[src/rtl/pmc_pkg.sv]
`timescale 1ns / 1ps
// ----------------------------------------------------------------------------
// pmc_pkg
// Shared constants, types and codes for the polynomial convolver.
// ----------------------------------------------------------------------------
package pmc_pkg;

    localparam int MAX_TERMS_DEF   = 16;
    localparam int COEFF_WIDTH_DEF = 16;
    localparam int ACC_W           = 36;
    localparam int DEG_W           = 5;

    localparam logic REQ_FIRST  = 1'b0;
    localparam logic REQ_SECOND = 1'b1;

    typedef enum logic [1:0] {
        ST_IDLE  = 2'b01,
        ST_FLUSH = 2'b10
    } pmc_state_t;

    // broadcast controls for the cell row
    typedef struct packed {
        logic clear;
        logic mac;
        logic mac_shift;
        logic shift;
    } pmc_cell_ctrl_t;

endpackage

[src/rtl/pmc_cell.sv]
`timescale 1ns / 1ps
// ----------------------------------------------------------------------------
// pmc_cell
// One convolution cell: holds one first-polynomial term and one window
// partial sum, multiplies-accumulates and shifts toward the output end.
// ----------------------------------------------------------------------------
module pmc_cell #(
    parameter int COEFF_WIDTH = pmc_pkg::COEFF_WIDTH_DEF
) (
    input  logic                             clk,
    input  logic                             rst_n,
    input  pmc_pkg::pmc_cell_ctrl_t          ctrl,
    input  logic                             load,
    input  logic                             active,
    input  logic signed [COEFF_WIDTH-1:0]    coeff,
    input  logic        [pmc_pkg::ACC_W-1:0] shift_mac_in,
    input  logic        [pmc_pkg::ACC_W-1:0] shift_psum_in,
    output logic        [pmc_pkg::ACC_W-1:0] mac_out,
    output logic        [pmc_pkg::ACC_W-1:0] psum_out
);
    import pmc_pkg::*;

    logic signed [COEFF_WIDTH-1:0]   term_reg;
    logic signed [2*COEFF_WIDTH-1:0] product;
    logic signed [ACC_W-1:0]         product_ext;
    logic        [ACC_W-1:0]         psum_reg;
    logic        [ACC_W-1:0]         psum_next;

    always_ff @(posedge clk)
    begin
        if (load)
        begin
            term_reg <= coeff;
        end
    end

    assign product     = term_reg * coeff;
    assign product_ext = ACC_W'(product);
    assign mac_out     = active ? (psum_reg + ACC_W'(product_ext)) : psum_reg;

    always_comb
    begin
        priority if (ctrl.clear)
        begin
            psum_next = '0;
        end
        else if (ctrl.mac_shift)
        begin
            psum_next = shift_mac_in;
        end
        else if (ctrl.mac)
        begin
            psum_next = mac_out;
        end
        else if (ctrl.shift)
        begin
            psum_next = shift_psum_in;
        end
        else
        begin
            psum_next = psum_reg;
        end
    end

    always_ff @(posedge clk or negedge rst_n)
    begin
        if (!rst_n)
        begin
            psum_reg <= '0;
        end
        else
        begin
            psum_reg <= psum_next;
        end
    end

    assign psum_out = psum_reg;

endmodule

[config.mk]
export PLATFORM = sky130hd
export DESIGN_NAME = pmc_cell
export DESIGN_NICKNAME = d
export VERILOG_FILES = /design/src/rtl/pmc_pkg.sv /design/src/rtl/pmc_cell.sv
export SDC_FILE = /design/constraint.sdc
export NUM_CORES = 1
export LEC_CHECK = 0
export ABC_CLOCK_PERIOD_IN_PS = 15000
export BUFFER_PORTS_ARGS = -buffer_cell sky130_fd_sc_hd__buf_2
export CORE_MARGIN = 5
export CORE_UTILIZATION = 50
export CTS_BUF_LIST = sky130_fd_sc_hd__clkbuf_4
export DETAILED_ROUTE_END_ITERATION = 6
export PLACE_DENSITY = 0.7
export RECOVER_POWER = 100
export SLEW_MARGIN = 30
export SYNTH_ARGS = -nofsm -noshare
export SYNTH_HDL_FRONTEND = slang
export SYNTH_SLANG_ARGS = --single-unit
[constraint.sdc]
create_clock -name clk -period 15 [get_ports clk]
set_clock_uncertainty 0.2 [all_clocks]
set_input_delay 2.25 -clock clk [delete_from_list [all_inputs] [get_ports clk]]
set_output_delay 2.25 -clock clk [all_outputs]
set_load 0.1 [all_outputs]
Word-level counts from Yosys, hierarchy flattened
Cells that the tools add are included.
- flip-flop bits (word level): 52
- output and inout port bits: 72
- word-level logic and storage cells: 10
- add/sub/neg operators: 1
- $mul: 1
- mux-type cells: 5
- reduce and logical (&&, ||, !) cells: 1
- operator list (kind ; count):
    36-bit 2-to-1 mux ; 5
    36-bit adder ; 1
    16-bit by 16-bit multiplier with 32-bit output ; 1
    4-bit nonzero test ; 1

Logic depth before layout (Yosys ltp)
Gate-level depths: netlist of run 1.
- depth after elaboration: 6
- depth in mapped cells: 35
- gate-level depth less buffers: 34

Worst setup path after synthesis of run 1
OpenSTA, ideal clock, no wires.
- path kind: input-to-output
- start point: input coeff[1]
- end point: output mac_out[34] in the netlist's numbering
- data arrival time: 12.016 ns
- data required time: 12.550 ns
- path slack: 0.534 ns
- stages on the path: 28
- buffers on the path: 2
- cells stage by stage: clkbuf_1 -> nand2_1 -> fa_1 -> fa_1 -> fa_1 -> inv_1 -> fa_1 -> fa_1 -> inv_1 -> fa_1 -> inv_1 -> ha_1 -> a21oi_1 -> o21ai_0 -> a2111o_1 -> a21o_1 -> a22o_1 -> a211oi_2 -> nor2_1 -> nor2_1 -> xnor2_1 -> ha_1 -> clkdlybuf4s50_2 -> nand4_1 -> o311ai_0 -> o21ai_0 -> and4_1 -> o31ai_1
- longest elaborated chain between the ends: 3
- ends and longest elaborated chain (element ; line ; text):
    start, declared ; pmc_cell.sv:15 ; input logic signed [COEFF_WIDTH-1:0] coeff,
    16-bit by 16-bit multiplier with 32-bit output ; pmc_cell.sv:37 ; assign product = term_reg * coeff;
    36-bit adder ; pmc_cell.sv:39 ; assign mac_out = active ? (psum_reg + ACC_W'(product_ext)) : psum_reg;
    36-bit 2-to-1 mux ; pmc_cell.sv:39 ;
    end, declared ; pmc_cell.sv:18 ; output logic [pmc_pkg::ACC_W-1:0] mac_out,
No other way between the ends.

Worst setup path after layout of run 1
- start point: input coeff[2]
- end point: output mac_out[29] in the netlist's numbering
The elaborated chain is that of the path after synthesis.

==> results of run 1 <==
stage by stage:
stage / cell area [sq um] / std cells / utilization (%) / hold WS [ns]
5_1_grt: 15700 / 2162 / 54.4 / 0.400
6_report: 15700 / 2162 / 54.4 / 0.369
2_1_floorplan: 14700 / 1657 / - / 0.780
3_3_place_gp: 15700 / 2152 / 54.5 / 0.325
3_5_place_dp: 15700 / 2152 / 54.5 / 0.326
4_1_cts: 15800 / 2160 / 54.8 / 0.364
layer usage:
layer	up-vias	part of all wire, %	track usage, %
met5	-	0	0
met3	62	4.8	2.82
met4	0	1.8	4.95
met2	322	50	40.9
met1	6054	44	33.3
li1	5524	-	-
synth_stat cells (16+ instances only):
cell type	number
inv_1	310
fa_1	263
nand2_1	189
and2_1	123
ha_1	117
a21oi_1	80
nor2_1	70
o21ai_0	55
clkbuf_1	52
xnor2_1	40
dfrtp_1	36
a21o_1	29
mux2_2	18
xor2_1	18
edfxtp_1	16
logic make-up after synthesis:
kind of cell / Yosys count / share of synthesized area [%]
simple gates: 476 / 15.8
fa+ha+maj: 380 / 45.8
xor+xnor: 58 / 3.46
compound gates: 296 / 13.7
buf+inv: 371 / 9.96
flops: 52 / 9.41
mux: 24 / 1.80
worst max path at each step:
stage / end / slack [ns]
2_1_floorplan: mac_out[34] / 0.53
3_3_place_gp: mac_out[35] / 1.53
3_5_place_dp: mac_out[35] / 1.48
4_1_cts: mac_out[35] / 1.42
5_1_grt: mac_out[35] / 0.41
6_report: mac_out[29] / 0.98
critical path: cells and delay by family:
kind,cells,cell delay [ns]
and+or+nand+nor,5,0.83
buffers and inverters,5,1.64
muxes,1,0.19
AOI/OAI and AO/OA,11,2.62
adders and majority gates,8,3.68
xor gates and xnor gates,2,0.35
final cells by class:
type                            count  area (sq um)
Fill cell                        2717         13200
Sequential cell                    52          1380
Timing Repair Buffer              172           758
Antenna cell                        2          5.00
Multi-Input combinational cell   1234         11800
Clock buffer                        5          37.5
Clock inverter                      3          26.3
Tap cell                          384           480
Inverter                          310          1160
==> flow_metrics.env, run 1 <==
export IMPL_dpl_worst_slack_ns=1.48
export IMPL_worst_slew_pin_slew_ns=2.14
export IMPL_post_cts_buffers=0
export IMPL_grt_pass1_wl_microns=64900
export IMPL_vias=12000
export IMPL_min_period_over_period_pct=93.4
export IMPL_hold_path_end="psum_out[10]"
export IMPL_holdPathStages=1
export IMPL_initial_core_util_pct=50.9
export IMPL_critPathSlowestCell="clkbuf_1"
export IMPL_crit_type="in2out"
export IMPL_antenna_found_initial=2
export IMPL_ys_flop_type="dfrtp_1"
export IMPL_drt_wl_total_microns=38400
export IMPL_grt_usage_pct=24.0
export IMPL_netlist_area_leader_share_pct=35.9
export IMPL_syn_to_final_growth_pct=6.87
export IMPL_final_nets=2251
export IMPL_wire_per_inst_microns=17.8
export IMPL_die_h_microns=181
export IMPL_antenna_left=0
export IMPL_hp_start="psum_out[10]"
export IMPL_slew_violations=78
export IMPL_rr_worst_depth=32
export IMPL_period_needed_ns=14.02
export IMPL_r2r_start="term_reg[8]"
export IMPL_synth_largest_area_cell="fa_1"
export IMPL_r2r_end="psum_out[35]"
export IMPL_cts_resized=0
export IMPL_boundaryPins=168
export IMPL_synthCells=1657
export IMPL_crit_top_cell="fa_1"
export IMPL_clock_path_buffers=2
export IMPL_maxCapViolCount=2
export IMPL_required_ns=12.55
export IMPL_clkSinkCount=52
export IMPL_final_common_cell="inv_1"
export IMPL_die_area_sq_mm=0.0329
export IMPL_dpl_hpwl_microns=31800
export IMPL_syn_area_sq_mm=0.0147
export IMPL_first_pass_iters=5
export IMPL_core_sq_mm=0.0289
export IMPL_tritoncts="yes"
export IMPL_synth_edff_count=16
export IMPL_critPathArrivalTime_ns=11.57
export IMPL_synth_area_leaders="fa_1 36%, ha_1 10%, inv_1 7.9%"
export IMPL_slew_headroom_pct=-42.8
export IMPL_yosys_warnings=0
export IMPL_path_clk_slew_ns=0.17
export IMPL_cts_root_buf="clkbuf_4"
export IMPL_crit_path_end_kind="primary output"
export IMPL_yosysUniqueCellTypes=80
export IMPL_r2r_slack_ns=5.51
export IMPL_gp_congestion=0.922
export IMPL_drive_gt1_share_pct=8.33
export IMPL_synth_avg_cell_area_sq_um=8.86
export IMPL_grt_max_degree=52
export IMPL_ys_seq_area_share_pct=9.41
export IMPL_port_buffers=167
export IMPL_worstPathMaxFanout=17
export IMPL_cts_hold_buf=0
export IMPL_timing_hold_violations_final=0
export IMPL_fmax_mhz=71.4
export IMPL_max_stage_delay_ns=0.88
export IMPL_crit_path_start_kind="primary input"
export IMPL_numCtsBuffers=5
export IMPL_ys_ff_latch=52
export IMPL_cts_htree_levels=2
export IMPL_grt_pass1_vias=12500
export IMPL_die_w_microns=181
export IMPL_fin_ws_ns=0.985
export IMPL_worst_skew_pair_late_latency_ns=0.46
export IMPL_largest_reg_flops=36
export IMPL_tns_ns=0
export IMPL_setup_viol_count_final=0
export IMPL_violations="max-capacitance violations, max-slew violations"
export IMPL_rows=62
export IMPL_drt_iter0_drc=613
export IMPL_ys_async_sr_fraction_pct=69.2
export IMPL_hold_path_class="reg2reg"
export IMPL_rsz0062_at_grt="no"
export IMPL_startpoint="coeff[2]"
export IMPL_drcViolationCount=0
export IMPL_grt_ovfl_total=0
export IMPL_final_cell_mix="310 x inv_1, 263 x fa_1, 189 x nand2_1"
export IMPL_syn_nets=2133
export IMPL_routed_via_density=5.53
export IMPL_status="complete, but fails checks"
Power of run 1 is left out: the tool's default activity adds up to more than one toggle a clock period on the data nets, which glitch-free logic cannot reach.
==> inputs of run 2 (changes only) <==
PLACE_DENSITY = 0.67   (was 0.7)
TNS_END_PERCENT = 1   (was not set)
==> flow_metrics.env, run 2 (synthesis gave the netlist of run 1 again) <==
export IMPL_status="complete, but fails checks"
export IMPL_violations="max-capacitance violations, max-slew violations"
export IMPL_die_h_microns=181
export IMPL_hp_start="psum_out[11]"
export IMPL_hold_path_class="reg2reg"
export IMPL_post_cts_buffers=0
export IMPL_clkSinkCount=52
export IMPL_critPathArrivalTime_ns=11.56
export IMPL_final_nets=2250
export IMPL_wire_per_inst_microns=17.6
export IMPL_tns_ns=0
export IMPL_worstPathMaxFanout=17
export IMPL_multi_input_area_sq_mm=0.0118
export IMPL_final_common_cell="inv_1"
export IMPL_final_cell_mix="310 x inv_1, 263 x fa_1, 189 x nand2_1"
export IMPL_die_w_microns=181
export IMPL_startpoint="coeff[7]"
export IMPL_cts_hold_buf=0
export IMPL_slew_violations=78
export IMPL_timing_hold_violations_final=0
export IMPL_syn_to_final_growth_pct=6.94
export IMPL_port_buffers=167
export IMPL_setup_viol_count_final=0
export IMPL_grt_pass1_wl_microns=64500
export IMPL_crit_type="in2out"
export IMPL_antenna_found_initial=1
export IMPL_grt_usage_pct=23.8
export IMPL_cts_root_buf="clkbuf_4"
export IMPL_max_stage_delay_ns=0.88
export IMPL_min_period_over_period_pct=93.4
export IMPL_drt_iter0_drc=632
export IMPL_antenna_left=0
export IMPL_routed_via_density=5.47
export IMPL_core_sq_mm=0.0289
export IMPL_numCtsBuffers=5
export IMPL_dpl_hpwl_microns=31600
export IMPL_worst_slew_pin_slew_ns=2.12
export IMPL_fmax_mhz=71.4
export IMPL_grt_max_degree=52
export IMPL_cts_resized=0
export IMPL_crit_path_start_kind="primary input"
export IMPL_critPathSlowestCell="clkbuf_1"
export IMPL_drt_wl_total_microns=37900
export IMPL_clock_path_buffers=2
export IMPL_crit_top_cell="fa_1"
export IMPL_first_pass_iters=5
export IMPL_initial_core_util_pct=50.9
export IMPL_boundaryPins=168
export IMPL_cts_htree_levels=2
export IMPL_period_needed_ns=14.01
export IMPL_tritoncts="yes"
export IMPL_ff_latch_area_sq_mm=0.00138
export IMPL_rsz0062_at_grt="no"
export IMPL_die_area_sq_mm=0.0329
export IMPL_rows=62
export IMPL_grt_ovfl_total=0
export IMPL_vias=11800
export IMPL_required_ns=12.55
export IMPL_largest_reg_flops=36
export IMPL_drive_gt1_share_pct=8.28
export IMPL_slew_headroom_pct=-41.6
export IMPL_drcViolationCount=0
export IMPL_path_clk_slew_ns=0.17
export IMPL_r2r_start="term_reg[8]"
export IMPL_grt_pass1_vias=12500
export IMPL_gp_congestion=0.912
export IMPL_fill_cells=2817
export IMPL_worst_skew_pair_late_latency_ns=0.47
export IMPL_maxCapViolCount=2
export IMPL_crit_path_end_kind="primary output"
## run 2: final cells by class
class	count	area share, %
clock inverters	2	0.247
diodes	1	0.0159
flip-flops and latches	52	8.80
inverters	310	7.41
clock buffers	6	0.287
multi-input cells	1234	75.4
well taps	384	3.06
repair buffers	171	4.78
## run 2: final timing paths
path | endpoint | slack (ns) | cells past startpoint
min in group asynchronous | psum_out[9] | 2.19 | 1
worst max-delay path | mac_out[29] | 0.99 | 33
worst min-delay path | psum_out[11] | 0.36 | 1
worst min register to register | psum_out[11] | 0.36 | 1
max in group asynchronous | psum_out[15] | 11.19 | 1
worst max register to register | psum_out[35] | 5.55 | 32
## run 2: critical path, delay by kind of cell
family,cells,cell delay [ns]
AOI/OAI and AO/OA,10,1.98
xor gates and xnor gates,2,0.26
adders and majority gates,8,3.82
buffers and inverters,7,1.84
muxes,1,0.19
and+or+nand+nor,5,1.19
## run 2: per-layer routing
metal / wire [microns] / up-vias / track usage [%] / part of all wire [%]
met5: 0 / - / 0 / 0
met2: 18700 / 312 / 40.1 / 49
li1: - / 5516 / - / -
met1: 16700 / 5927 / 33.2 / 44
met3: 1870 / 51 / 3.18 / 4.9
met4: 675 / 0 / 5.04 / 1.8
## run 2: per-stage QoR
| step | cells | instance area [sq um] | setup slack, ns | util (%) | hold WS, ns |
|---|---|---|---|---|---|
| CTS | 2159 | 15800 | 1.54 | 54.8 | 0.366 |
| detailed placement | 2151 | 15700 | 1.59 | 54.5 | 0.327 |
| global placement | 2151 | 15700 | 1.64 | 54.5 | 0.316 |
| global route | 2160 | 15700 | 0.417 | 54.4 | 0.380 |
| floorplan | 1657 | 14700 | 0.534 | - | 0.780 |
| finish | 2160 | 15700 | 0.994 | 54.4 | 0.362 |
Power of run 2 is left out for the same reason.
==> inputs of run 3 (changes only) <==
ABC_CLOCK_PERIOD_IN_PS = 15800   (was 15000)
REMOVE_ABC_BUFFERS = 1   (was not set)
clock period = 15.8 ns   (was 15 ns; I/O delays follow)
==> flow_metrics.env, run 3 (synthesis gave the netlist of run 1 again) <==
export IMPL_status="complete, but fails checks"
export IMPL_violations="max-capacitance violations, max-slew violations"
export IMPL_cts_root_buf="clkbuf_4"
export IMPL_slew_violations=78
export IMPL_crit_path_start_kind="primary input"
export IMPL_final_nets=2249
export IMPL_critPathArrivalTime_ns=11.91
export IMPL_clock_path_buffers=2
export IMPL_period_needed_ns=14.48
export IMPL_grt_ovfl_total=0
export IMPL_timing_hold_violations_final=0
export IMPL_clkSinkCount=52
export IMPL_crit_path_end_kind="primary output"
export IMPL_worst_skew_pair_late_latency_ns=0.46
export IMPL_cts_htree_levels=2
export IMPL_grt_pass1_vias=12400
export IMPL_die_w_microns=181
export IMPL_vias=11900
export IMPL_required_ns=13.23
export IMPL_crit_top_cell="fa_1"
export IMPL_fmax_mhz=69.1
export IMPL_multi_input_area_sq_mm=0.0118
export IMPL_cp_top_family="adder cells"
export IMPL_min_period_over_period_pct=91.6
export IMPL_cts_resized=0
export IMPL_final_cell_mix="309 x inv_1, 263 x fa_1, 189 x nand2_1"
export IMPL_grt_usage_pct=23.8
export IMPL_cts_hold_buf=0
export IMPL_maxCapViolCount=2
export IMPL_fill_cells=2746
export IMPL_antenna_left=0
export IMPL_initial_core_util_pct=50.9
export IMPL_drcViolationCount=0
export IMPL_worst_slew_pin_slew_ns=2.29
export IMPL_hold_path_class="reg2reg"
export IMPL_rsz0062_at_grt="no"
export IMPL_antenna_found_initial=2
export IMPL_gp_congestion=0.899
export IMPL_tritoncts="yes"
export IMPL_rows=62
export IMPL_grt_pass1_wl_microns=64300
export IMPL_drive_gt1_share_pct=8.34
export IMPL_post_cts_buffers=0
export IMPL_max_stage_delay_ns=0.86
export IMPL_die_h_microns=181
export IMPL_dpl_hpwl_microns=31300
export IMPL_largest_reg_flops=36
export IMPL_final_common_cell="inv_1"
export IMPL_routed_via_density=5.50
export IMPL_worstPathMaxFanout=17
export IMPL_setup_viol_count_final=0
export IMPL_path_clk_slew_ns=0.19
export IMPL_slew_headroom_pct=-52.7
export IMPL_tns_ns=0
export IMPL_critPathSlowestCell="clkbuf_1"
export IMPL_drt_iter0_drc=564
export IMPL_numCtsBuffers=5
export IMPL_drt_wl_total_microns=38100
export IMPL_grt_max_degree=52
export IMPL_port_buffers=167
export IMPL_path_buf_inv=5
export IMPL_boundaryPins=168
export IMPL_crit_type="in2out"
export IMPL_ff_latch_area_sq_mm=0.00138
export IMPL_die_area_sq_mm=0.0329
export IMPL_first_pass_iters=5
export IMPL_core_sq_mm=0.0289
export IMPL_wire_per_inst_microns=17.6
export IMPL_syn_to_final_growth_pct=6.83
-- run 3: through the flow --
step,std cells,instance area (sq um),setup slack (ns),utilization [%],hold slack [ns]
4_1_cts,2158,15800,2.06,54.7,0.359
5_1_grt,2160,15700,0.728,54.3,0.397
3_3_place_gp,2150,15700,2.22,54.5,0.320
3_5_place_dp,2150,15700,2.09,54.5,0.318
6_report,2160,15700,1.32,54.3,0.375
2_1_floorplan,1596,14400,1.62,-,0.790
-- run 3: layout make-up --
cell class,count,share of cell area [%]
multi-input combinational,1234,75.5
sequential,52,8.81
inverter,310,7.42
timing repair buffer,170,4.78
tap,384,3.06
clock buffer,5,0.239
clock inverter,3,0.184
antenna,2,0.0319
-- run 3: final timing paths --
path,from,end,slack [ns],cells after the start
worst max-delay path,coeff[1],mac_out[29],1.32,32
worst min-delay path,psum_out[12],psum_out[12],0.37,2
worst max register to register,term_reg[8],psum_out[35],6.19,32
worst min register to register,psum_out[12],psum_out[12],0.37,2
max in group asynchronous,rst_n,psum_out[14],11.72,1
min in group asynchronous,rst_n,psum_out[34],2.34,1
-- run 3: layer usage --
metal	share of wire, %	track usage, %
met1	43	33.3
met2	49	39.8
met3	5.8	3.50
met4	2.0	4.98
met5	0	0
-- run 3: worst register-to-register path: cells and delay by family, from the launching register on --
family / cells / cell delay [ns]
fa+ha+maj: 8 / 3.66
xor+xnor: 1 / 0.10
simple gates: 4 / 0.89
compound gates: 13 / 3.17
mux: 2 / 0.64
flops: 1 / 0.75
buf+inv: 4 / 0.20
Power of run 3 is left out for the same reason.
